**config.mk**
```make
export PLATFORM = sky130hd
export DESIGN_NAME = pcb_ctrl
export DESIGN_NICKNAME = d
export VERILOG_FILES = /design/src/hw/rtl/polygon_centroid_bbox_defines.svh /design/src/hw/rtl/pcb_pkg.sv /design/src/hw/rtl/pcb_ctrl.sv
export SDC_FILE = /design/constraint.sdc
export NUM_CORES = 1
export LEC_CHECK = 0
export ABC_CLOCK_PERIOD_IN_PS = 1800
export BUFFER_PORTS_ARGS = -buffer_cell sky130_fd_sc_hd__buf_2
export CELL_PAD_IN_SITES_DETAIL_PLACEMENT = 1
export CELL_PAD_IN_SITES_GLOBAL_PLACEMENT = 1
export CORE_AREA = 8 8 45 47
export CTS_CLUSTER_DIAMETER = 80
export DETAILED_ROUTE_END_ITERATION = 8
export DIE_AREA = 0 0 53 55
export PLACE_DENSITY_LB_ADDON = 0.1
export SLEW_MARGIN = 20
export SYNTH_ARGS = -nofsm -noshare
export SYNTH_HDL_FRONTEND = slang
export SYNTH_SLANG_ARGS = --single-unit
```
**constraint.sdc**
```tcl
create_clock -name clk_i -period 1.8 [get_ports clk_i]
set_input_delay 0.09 -clock clk_i [delete_from_list [all_inputs] [get_ports clk_i]]
set_output_delay 0.09 -clock clk_i [all_outputs]
set_load 0.03 [all_outputs]
```
**src/hw/rtl/polygon_centroid_bbox_defines.svh**
```systemverilog
// ----------------------------------------------------------------------------
// Polygon centroid and bounding box: assertion macros
// Shared assertion helpers, clocked on clk_i and disabled while rst_ni is low.
// ----------------------------------------------------------------------------
`ifndef POLYGON_CENTROID_BBOX_DEFINES_SVH
`define POLYGON_CENTROID_BBOX_DEFINES_SVH

// Assert that a property holds at every rising edge out of reset.
`define PCB_ASSERT(lbl, prop, msg) \
  lbl: assert property (@(posedge clk_i) disable iff (!rst_ni) prop) \
    else $error(msg);

// Assert that a condition never holds at a rising edge out of reset.
`define PCB_ASSERT_NEVER(lbl, cond, msg) \
  `PCB_ASSERT(lbl, !(cond), msg)

`endif

```
**src/hw/rtl/pcb_pkg.sv**
```systemverilog
// ----------------------------------------------------------------------------
// Polygon centroid and bounding box: shared package
// Field widths, datapath operation codes and controller interface types.
// ----------------------------------------------------------------------------
package pcb_pkg;

  // Coordinate and accumulator widths.
  localparam int LON_W     = 26;
  localparam int LAT_W     = 25;
  localparam int AREA_W    = 40;
  localparam int MOM_W     = 60;
  localparam int TWICE_W   = 38;
  localparam int DEN_W     = AREA_W + 1;
  localparam int CEN_W     = MOM_W + 2;
  localparam int DIV_CNT_W = $clog2(MOM_W);
  localparam int TALLY_W   = 2;

  // The vertex count saturates at three.
  localparam logic [TALLY_W-1:0] TALLY_FULL = 2'd3;

  // Datapath operations issued by the controller.
  typedef enum logic [3:0] {
    OP_NONE,
    OP_REL,
    OP_MUL,
    OP_CROSS,
    OP_MLO,
    OP_MHI,
    OP_MACC,
    OP_PREP,
    OP_DIV,
    OP_FIX,
    OP_FIN
  } pcb_op_e;

  typedef struct packed {
    logic    capture;
    pcb_op_e op;
  } pcb_cmd_t;

  typedef struct packed {
    logic first;
    logic last;
    logic degen;
    logic div_done;
  } pcb_sts_t;

endpackage

```
**src/hw/rtl/pcb_ctrl.sv**
```systemverilog
// ----------------------------------------------------------------------------
// Polygon centroid and bounding box: controller
// Sequences the per-vertex steps and the ring-end division and output.
// ----------------------------------------------------------------------------
module pcb_ctrl (
  input  logic              clk_i,
  input  logic              rst_ni,
  input  logic              start,
  output logic              busy,
  output pcb_pkg::pcb_cmd_t cmd_o,
  input  pcb_pkg::pcb_sts_t sts_i
);
  import pcb_pkg::*;

  typedef enum logic [3:0] {
    ST_IDLE,
    ST_REL,
    ST_MUL,
    ST_CROSS,
    ST_MLO,
    ST_MHI,
    ST_MACC,
    ST_PREP,
    ST_LAUNCH,
    ST_WAIT,
    ST_FIX,
    ST_FIN
  } state_e;

  state_e state_q, state_d;
  logic   busy_q;

  // Next state.
  always_comb begin
    state_d = state_q;
    case (state_q)
      ST_IDLE:   if (start) state_d = ST_REL;
      ST_REL: begin
        if (!sts_i.first) state_d = ST_MUL;
        else if (sts_i.last) state_d = ST_PREP;
        else state_d = ST_IDLE;
      end
      ST_MUL:    state_d = ST_CROSS;
      ST_CROSS:  state_d = ST_MLO;
      ST_MLO:    state_d = ST_MHI;
      ST_MHI:    state_d = ST_MACC;
      ST_MACC:   state_d = sts_i.last ? ST_PREP : ST_IDLE;
      ST_PREP:   state_d = ST_LAUNCH;
      ST_LAUNCH: state_d = sts_i.degen ? ST_FIX : ST_WAIT;
      ST_WAIT:   if (sts_i.div_done) state_d = ST_FIX;
      ST_FIX:    state_d = ST_FIN;
      ST_FIN:    state_d = ST_IDLE;
      default:   state_d = ST_IDLE;
    endcase
  end

  // State and busy flag.
  always_ff @(posedge clk_i or negedge rst_ni) begin
    if (!rst_ni) begin
      state_q <= ST_IDLE;
      busy_q  <= 1'b0;
    end else begin
      state_q <= state_d;
      busy_q  <= (state_d != ST_IDLE);
    end
  end

  // Datapath operation for the current state.
  always_comb begin
    cmd_o.capture = start && !busy_q;
    case (state_q)
      ST_REL:    cmd_o.op = OP_REL;
      ST_MUL:    cmd_o.op = OP_MUL;
      ST_CROSS:  cmd_o.op = OP_CROSS;
      ST_MLO:    cmd_o.op = OP_MLO;
      ST_MHI:    cmd_o.op = OP_MHI;
      ST_MACC:   cmd_o.op = OP_MACC;
      ST_PREP:   cmd_o.op = OP_PREP;
      ST_LAUNCH: cmd_o.op = sts_i.degen ? OP_NONE : OP_DIV;
      ST_FIX:    cmd_o.op = OP_FIX;
      ST_FIN:    cmd_o.op = OP_FIN;
      default:   cmd_o.op = OP_NONE;
    endcase
  end

  assign busy = busy_q;

endmodule
```
==> qor.yml, run 1 <==
wl_per_cell_um: 13.0
drv_cap: 0
cts-root-buf: "clkbuf_4"
postLayoutCoreUtil_pct: 36.3
wl_met1_um: 418
cts_tree: "yes"
via_count: 373
highest_layer: "met3"
ir_drop_mv: 0.561
regToRegSetupSlack_ns: 0.11
synth_area_sq_um: 377
post_cts_buffers: 0
layout_common_cells: "buf_2, nor2_1, buf_4"
synthMuxAreaShare_pct: 2.99
die_w_um: 53
design.core.area_sq_mm: 0.00138
cts_buffer_depth: 2
seqCellArea_sq_um: 128
start_kind: "register"
viasPerCell: 4.78
slew_viol_final: 0
synth_seq_area_share_pct: 33.2
arrival_ns: 1.79
tightest_slew_ns: 0.476
min_path_type: "input port to async pin"
cts_buffers: 3
pwr_density_cell_mw_per_mm2: 1760
p_leak_nw: 0.237
rr_startpoint: "state_q[3]"
synth_nets: 51
place.gp.congestion: 0.689
yosysWarnings: 0
cp-end-kind: "register"
multi_input_area_sq_um: 220
dieArea_sq_mm: 0.00292
hold_violations: 0
drc: 0
slew_headroom_pct: 67.5
fin_crit_sh_pct: 93.7
synth_top_area_cell: "dfrtp_1"
ant_nets: 0
fin_nets: 70
avgSynthCellArea_sq_um: 8.56
start_util_pct: 27.2
synth_cells: 44
rsz0062_at_grt: "false"
antenna_found_initial: 0
r2r_end: "busy"
yosysUniqueCellTypes: 26
fillers: 175
port_buffers: 12
final_common_cell: "buf_2"
clock.fmax_ghz: 0.593
layout-drive-gt1-share_pct: 45.2
synth_area_leaders: "dfrtp_1, nor2_1, a2111oi_0, nor2b_1, buf_6"
path_class: "register to register"
final.setup_skew_ns: 0.000885
clock_latency_ns: 0.24
rows: 14
grt_pass1_wl_mm: 1.89
cts_htree_levels: 1
final.setup.tns_ns: 0
synth_top_area_share_pct: 33.2
clk_pin_slew_ns: 0.04
critPathMaxFanout: 7
grt_use_total_pct: 8.51
wirelength_mm: 1.02
synth_compound_area_share_pct: 24.9
grt_overflow: 0
synth_xor_area_share_pct: 0
dr.pass1.iters: 2
outcome: "finished, final reports clean"
clock-sinks: 5
wl_met3_um: 46
drt-initial-drc-count: 1
grt_pass1_vias: 433
antenna_cells: 0
synthToLayoutAreaGrowth_pct: 33.2
die_h_um: 55
hpwl_um: 823
yosys.area_share.simple_pct: 30.6
fin_crit_ns: 1.69
synth_top_family_by_area: "simple AND/OR/NAND/NOR gates"
setup_viol: 0
worstRegToRegCells: 4
yosys.area_share.adder_pct: 0
ys_seq_elements: 5
wl_met2_um: 550
grt_max_degree: 11
worstPathRequired_ns: 1.90
io-pin-count: 13
-- power breakdown --
group	total, W	switching (W)	leakage [nW]	internal [W]
sequential	0.000249	0.0000829	0.0580	0.000166
combinational	0.000508	0.000277	0.164	0.000231
clock	0.000124	0.0000408	0.0150	0.0000835
total	0.000881	0.000400	0.237	0.000481
-- per-stage QoR --
stage                     instances  setup WS [ns]  hold slack (ns)  power (W)  instance area (sq um)
final                            78          0.113            0.190   0.000881                    502
after CTS                        78         0.0636            0.181   0.000887                    499
after global placement           73          0.117          -0.0943   0.000740                    463
after detailed placement         73         0.0783          -0.0962   0.000752                    463
after floorplan                  44          0.213           -0.206   0.000586                    377
after global routing             78         0.0144            0.181   0.000978                    502
-- cells by family (layout without fill, tap and decap cells) --
family | count (synthesis) | after routing
mux | 1 | 1
buf+inv | 5 | 23
flops | 5 | 5
compound gates | 13 | 13
simple gates | 20 | 20
-- layer usage --
metal | global-route usage [%] | up-vias
li1 | - | 192
met2 | 14.8 | 5
met4 | 6.47 | 0
met5 | 0 | -
met1 | 9.23 | 176
met3 | 1.07 | 0
-- layout make-up --
class | count | share of cell area (%)
Clock buffer | 4 | 5.24
Timing Repair Buffer | 17 | 20.0
Tap cell | 16 | 3.99
Inverter | 2 | 1.50
Sequential cell | 5 | 25.4
Multi-Input combinational cell | 34 | 43.9
-- cells in the mapped netlist --
cell       count
nor2_1         8
dfrtp_1        5
nand2_1        3
a2111oi_0      2
a21oi_1        2
inv_1          2
nor2b_1        2
o21ai_0        2
a21boi_0       1
a21o_1         1
a21oi_2        1
a311o_1        1
and2_2         1
and2b_2        1
buf_2          1
buf_4          1
buf_6          1
mux2_2         1
nand3b_1       1
o22ai_1        1
o311ai_0       1
o31ai_1        1
or2b_1         1
or2b_2         1
or2b_4         1
or4b_1         1
-- registers in the layout, summed over array words and instances (netlist names) --
signal,count
state_q,4
busy,1
-- worst max-delay path, cell delays in order (launching register included) --
cell     delay [ns]
dfrtp_1        0.43
or2b_4         0.25
a21oi_2        0.03
a311o_1        0.34
or4b_1         0.51
-- worst max-delay path by stage --
| stage | endpoint | from | slack (ns) |
|---|---|---|---|
| 2_1_floorplan | cmd_o[1] | state_q[2] | 0.21 |
| 3_3_place_gp | busy | state_q[3] | 0.12 |
| 3_5_place_dp | busy | state_q[3] | 0.08 |
| 4_1_cts | busy | state_q[3] | 0.06 |
| 5_1_grt | busy | state_q[3] | 0.01 |
| 6_report | busy | state_q[3] | 0.11 |
-- repair_timing --
| action | in CTS | in global routing |
|---|---|---|
| resized for setup | 0 | 4 |
| hold buffers | 1 | 0 |
| hold endpoints to repair | 5 | 0 |
| setup endpoints to repair | 0 | 1 |
(Power assumes the default switching activity.)
==> inputs of run 2 (changes only) <==
==> constraint.sdc (replaced) <==
create_clock -name clk_i -period 1.8 [get_ports clk_i]
set_input_delay 0.36 -clock clk_i [delete_from_list [all_inputs] [get_ports clk_i]]
set_output_delay 0.36 -clock clk_i [all_outputs]
set_load 0.03 [all_outputs]
==> run 2 against run 1 <==
Against the previous run: final cell count is the same; clock skew is essentially flat; die area is the same; global-route usage shrank 0.83 points; sequential power shrank 3%; clock power is essentially flat; critical path depth shrank 1; count of clock-buffer cells in the layout is the same; maximum frequency shrank 1.4%; hold slack gained 0.27 ns; register-to-register slack is essentially flat.
==> qor.yml, run 2 (synthesis gave the netlist of run 1 again) <==
critPathCapture: "cmd_o[1]"
clock.fmax_ghz: 0.585
seqPwrFrac_pct: 27.6
dpl.cell_count: 73
grt_pass1_wl_mm: 1.69
layout_common_cells: "buf_2, nor2_1, dfrtp_1, buf_4"
hold_violations: 0
antenna_cells: 0
fin_crit_sh_pct: 95.0
rows: 14
wirelength_mm: 1.04
worstPathRequired_ns: 1.44
slew_viol_final: 0
wl_per_cell_um: 13.4
crit_start: "state_q[0]"
crit_cells: 3
setup_viol: 0
clock_latency_ns: 0.23
critPathSlowestCell: "dfrtp_1"
tightest_slew_ns: 0.473
port_buffers: 12
via_count: 386
start_kind: "register"
design.core.area_sq_mm: 0.00138
place.gp.congestion: 0.715
hpwl_um: 897
final.setup.tns_ns: 0
pwr-share-clk_pct: 14.1
netSwitchingFraction_pct: 45.6
start_util_pct: 27.2
slowest_delay_ns: 0.44
cts-root-buf: "clkbuf_4"
path_cells: "or2b_2 > a21boi_1 > buf_2"
antenna_found_initial: 0
min_path_type: "input port to register"
critPathTopFamily: "flip-flops"
p_leak_nw: 0.239
rr_startpoint: "state_q[1]"
regToRegSetupSlack_ns: 0.11
slew_headroom_pct: 67.7
largest_reg_flops: 4
dieArea_sq_mm: 0.00292
fin_cells: 78
seqCellArea_sq_um: 126
viasPerCell: 4.95
io-pin-count: 13
cts_buffers: 3
grt_use_total_pct: 7.68
pwr_density_cell_mw_per_mm2: 1750
cts_buffer_depth: 2
fillers: 174
worstRegToRegCells: 4
r2r_end: "busy"
critPathMaxFanout: 7
combPwrFrac_pct: 58.2
grt_overflow: 0
cp_num_buf_inv: 1
layout-drive-gt1-share_pct: 41.9
dr.pass1.iters: 4
drv_cap: 0
grt_pass1_vias: 393
cts_htree_levels: 1
arrival_ns: 1.35
drt-initial-drc-count: 1
multi_input_area_sq_um: 220
postLayoutCoreUtil_pct: 36.2
top_register: "state_q"
die_h_um: 55
synthToLayoutAreaGrowth_pct: 32.9
final.setup_skew_ns: 0.000426
cp-end-kind: "primary output"
outcome: "finished, final reports clean"
fin_nets: 70
final_common_cell: "buf_2"
path_class: "register to primary output"
clock-sinks: 5
cts_tree: "yes"
grt_max_degree: 11
rsz0062_at_grt: "false"
clk_pin_slew_ns: 0.04
switchingPower_w: 0.000401
die_w_um: 53
internal-power_w: 0.000477
ant_nets: 0
fin_total_pwr_w: 0.000878
ir_drop_mv: 0.620
drc: 0
fin_crit_ns: 1.71
## run 2: cell counts in the layout (fill, tap and decap cells not counted)
No cell type changed its count.
## run 2: how the worst min path moves through the flow
| stage | startpoint | end | slack, ns | cells after the start |
|---|---|---|---|---|
| floorplan | rst_ni | busy | 0.06 | 0 |
| global placement | rst_ni | state_q[3] | 0.17 | 1 |
| detailed placement | rst_ni | state_q[2] | 0.17 | 1 |
| CTS | rst_ni | state_q[2] | 0.45 | 2 |
| global route | sts_i[0] | state_q[0] | 0.46 | 3 |
| finish | sts_i[0] | state_q[0] | 0.46 | 3 |
## run 2: timing repair
item	CTS	global route
hold endpoints to repair	5	0
endpoints found under the setup margin	0	1
hold buffers	1	0
resized for setup	0	1
buffers inserted	0	0
## run 2: per-layer routing
layer / track usage, % / part of all wire (%) / vias to the layer above
met2: 14.5 / 57 / 6
met1: 7.53 / 36 / 189
met4: 3.88 / 0 / 0
li1: - / - / 191
met3: 2.14 / 6.8 / 0
met5: 0 / 0 / -
## run 2: final cells by class
class	instances	share of cell area, %
well taps	16	4.00
repair buffers	17	20.0
flip-flops and latches	5	25.2
inverters	2	1.50
multi-input cells	34	44.0
clock buffers	4	5.25
## run 2: power groups by stage
stage	clock [W]	sequential (W)	combinational (W)
4_1_cts	0.000130	0.000240	0.000523
6_report	0.000124	0.000242	0.000511
2_1_floorplan	0	0.000206	0.000382
3_5_place_dp	0	0.000242	0.000517
3_3_place_gp	0	0.000239	0.000506
5_1_grt	0.000139	0.000255	0.000566
## run 2: metrics by stage
stage	area (sq um)	worst slack, ns	hold WS [ns]
detailed placement	463	0.107	0.173
finish	500	0.0900	0.459
global placement	463	0.101	0.175
CTS	499	0.0492	0.455
floorplan	377	0.166	0.0644
global route	500	0.0154	0.465
## run 2: worst min-delay path: stages
cell	delay [ns]
buf_2	0.09
mux2_2	0.14
o31ai_1	0.07
==> inputs of run 3 (changes only) <==
ABC_AREA = 1   (was unset)
==> run 3 against run 2 <==
Against the previous run: register-to-register slack better by 0.46 ns; synthesized area did not move; global-route usage rose by 1.1 points; largest cell class unchanged; sequential power is 3% higher; maximum frequency is 3.3% higher; first-iteration DRC count rose to 7.0 times the previous value; core utilization unchanged; die area unchanged.
==> qor.yml, run 3 <==
arrival_ns: 1.30
cts_tree: "yes"
viasPerCell: 4.58
grt_pass1_wl_mm: 1.91
ant_nets: 0
synth_seq_area_share_pct: 33.2
rows: 14
wl_met3_um: 49
final_common_cell: "nand2_1"
fin_nets: 87
port_buffers: 12
start_util_pct: 27.2
async_flop_share_pct: 100
wl_met2_um: 579
seqPwrFrac_pct: 25.1
synth_top_area_cell: "dfrtp_1"
clock-sinks: 5
path_class: "register to primary output"
worstRegToRegCells: 7
rsz0062_at_grt: "false"
slowest_delay_ns: 0.40
fin_total_pwr_w: 0.000995
die_h_um: 55
path_cells: "inv_1 > nor2_2 > nand3b_1 > o21ai_0 > buf_4"
fin_crit_ns: 1.66
dieArea_sq_mm: 0.00292
tightest_slew_ns: 0.261
via_count: 435
p_leak_nw: 0.284
place.gp.congestion: 0.745
crit_start: "state_q[3]"
cp-end-kind: "primary output"
grt_max_degree: 8
outcome: "finished, final reports clean"
cts-root-buf: "clkbuf_4"
clock.fmax_ghz: 0.604
drc: 0
critPathCapture: "cmd_o[3]"
cts_buffer_depth: 2
wl_met1_um: 439
worstPathRequired_ns: 1.44
wirelength_mm: 1.07
crit_cells: 5
wl_per_cell_um: 11.2
min_path_type: "input port to register"
synth_cells: 62
pwr_density_cell_mw_per_mm2: 1990
combPwrFrac_pct: 62.4
rr_startpoint: "state_q[1]"
start_kind: "register"
min_path_cells: 5
antenna_found_initial: 0
dr.pass1.iters: 2
hpwl_um: 952
cts_buffers: 3
pwr-share-clk_pct: 12.5
synth_common_cells: "nand2_1, nand3_1, nor2_1, inv_1, dfrtp_1"
layout-drive-gt1-share_pct: 26.6
grt_overflow: 0
layout_common_cells: "nand2_1, buf_2, nand3_1, inv_1, nor2_1"
final.setup_skew_ns: 0.00442
critPathSlowestCell: "dfrtp_1"
antenna_cells: 0
post_cts_buffers: 0
r2r_end: "busy"
highest_layer: "met3"
setup_viol: 0
cts_htree_levels: 1
grt_use_total_pct: 8.83
drv_cap: 0
netSwitchingFraction_pct: 54.3
fin_crit_sh_pct: 92.0
switchingPower_w: 0.000541
ys.flop_type: "dfrtp_1"
critPathTopFamily: "flip-flops"
yosysUniqueCellTypes: 14
grt_pass1_vias: 463
drt-initial-drc-count: 7
synth.most_common_cell: "nand2_1"
clock_latency_ns: 0.24
synth_edf_count: 0
synth_nets: 69
clk_pin_slew_ns: 0.04
hold_violations: 0
slew_headroom_pct: 82.5
dpl.cell_count: 90
synth_area_leaders: "dfrtp_1, nand2_1, nand3_1, nor2_1, inv_1"
regToRegSetupSlack_ns: 0.57
avgSynthCellArea_sq_um: 6.07
largest_reg_flops: 4
ys_seq_elements: 5
synth_area_sq_um: 377
synthToLayoutAreaGrowth_pct: 32.9
ir_drop_mv: 0.729
yosysWarnings: 0
slew_viol_final: 0
top_register: "state_q"
critPathMaxFanout: 5
design.core.area_sq_mm: 0.00138
cp_num_buf_inv: 2
synth_top_area_share_pct: 33.2
die_w_um: 53
final.setup.tns_ns: 0
internal-power_w: 0.000454
io-pin-count: 13
fin_cells: 95
[run 3: changes by cell type after synthesis, sizes merged, moves of 2 or more]
cell,delta
nand2,+16
nand3,+9
inv,+8
buf,-3
or2b,-3
a2111oi,-2
a21oi,-2
nor2b,-2
nor3,+2
[run 3: how the worst min path moves through the flow]
stage                             to     start  slack [ns]
after global routing      state_q[1]  sts_i[0]        0.45
after floorplan                 busy    rst_ni        0.06
after CTS                 state_q[1]  sts_i[0]        0.43
after detailed placement        busy    rst_ni        0.18
final                     state_q[1]  sts_i[0]        0.44
after global placement          busy    rst_ni        0.18
[run 3: layer usage]
metal / track usage, % / vias to the layer above
li1: - / 231
met2: 14.8 / 5
met3: 2.41 / 0
met4: 6.47 / 0
met5: 0 / -
met1: 9.36 / 199
[run 3: worst reg2reg max path: stages, from the launching register on]
cell and delay, ns:
dfrtp_1 0.47, inv_2 0.10, nand2_1 0.08, nor2_1 0.06
nand2_1 0.07, nand3_1 0.07, nor2_1 0.16, nand3_1 0.10
[run 3: final cells by class]
type                       count  area, sq um
timing repair buffer          13         72.6
inverter                      10         37.5
fill                         194          883
multi-input combinational     47          219
sequential                     5          125
clock buffer                   4         26.3
tap                           16         20.0
[run 3: kinds of logic (layout without fill, tap and decap cells)]
| logic type | Yosys count | after routing | synth area share (%) |
|---|---|---|---|
| and+or+nand+nor | 43 | 43 | 51.2 |
| buffers and inverters | 10 | 27 | 9.97 |
| DFF | 5 | 5 | 33.2 |
| AOI/OAI and AO/OA | 4 | 4 | 5.65 |
[run 3: repair_timing]
item,CTS,global route
gates resized for setup,0,3
hold buffers,1,0
endpoints found under the setup margin,0,1
endpoints found under the hold margin,5,0
[run 3: per-stage QoR]
stage               hold WS [ns]  util, %  instance area, sq um  setup WS, ns
floorplan                 0.0644        -                   377         0.208
global placement           0.180     33.0                   457         0.365
detailed placement         0.179     33.0                   457         0.296
CTS                        0.432     35.6                   493        0.0357
global route               0.453     36.2                   500       0.00823
finish                     0.436     36.2                   500         0.145
[run 3: power by group through the flow]
stage,Combinational [W],Clock (W),Sequential [W]
3_5_place_dp,0.000623,0,0.000248
6_report,0.000621,0.000124,0.000250
2_1_floorplan,0.000447,0,0.000247
4_1_cts,0.000626,0.000131,0.000246
5_1_grt,0.000705,0.000142,0.000264
3_3_place_gp,0.000627,0,0.000248
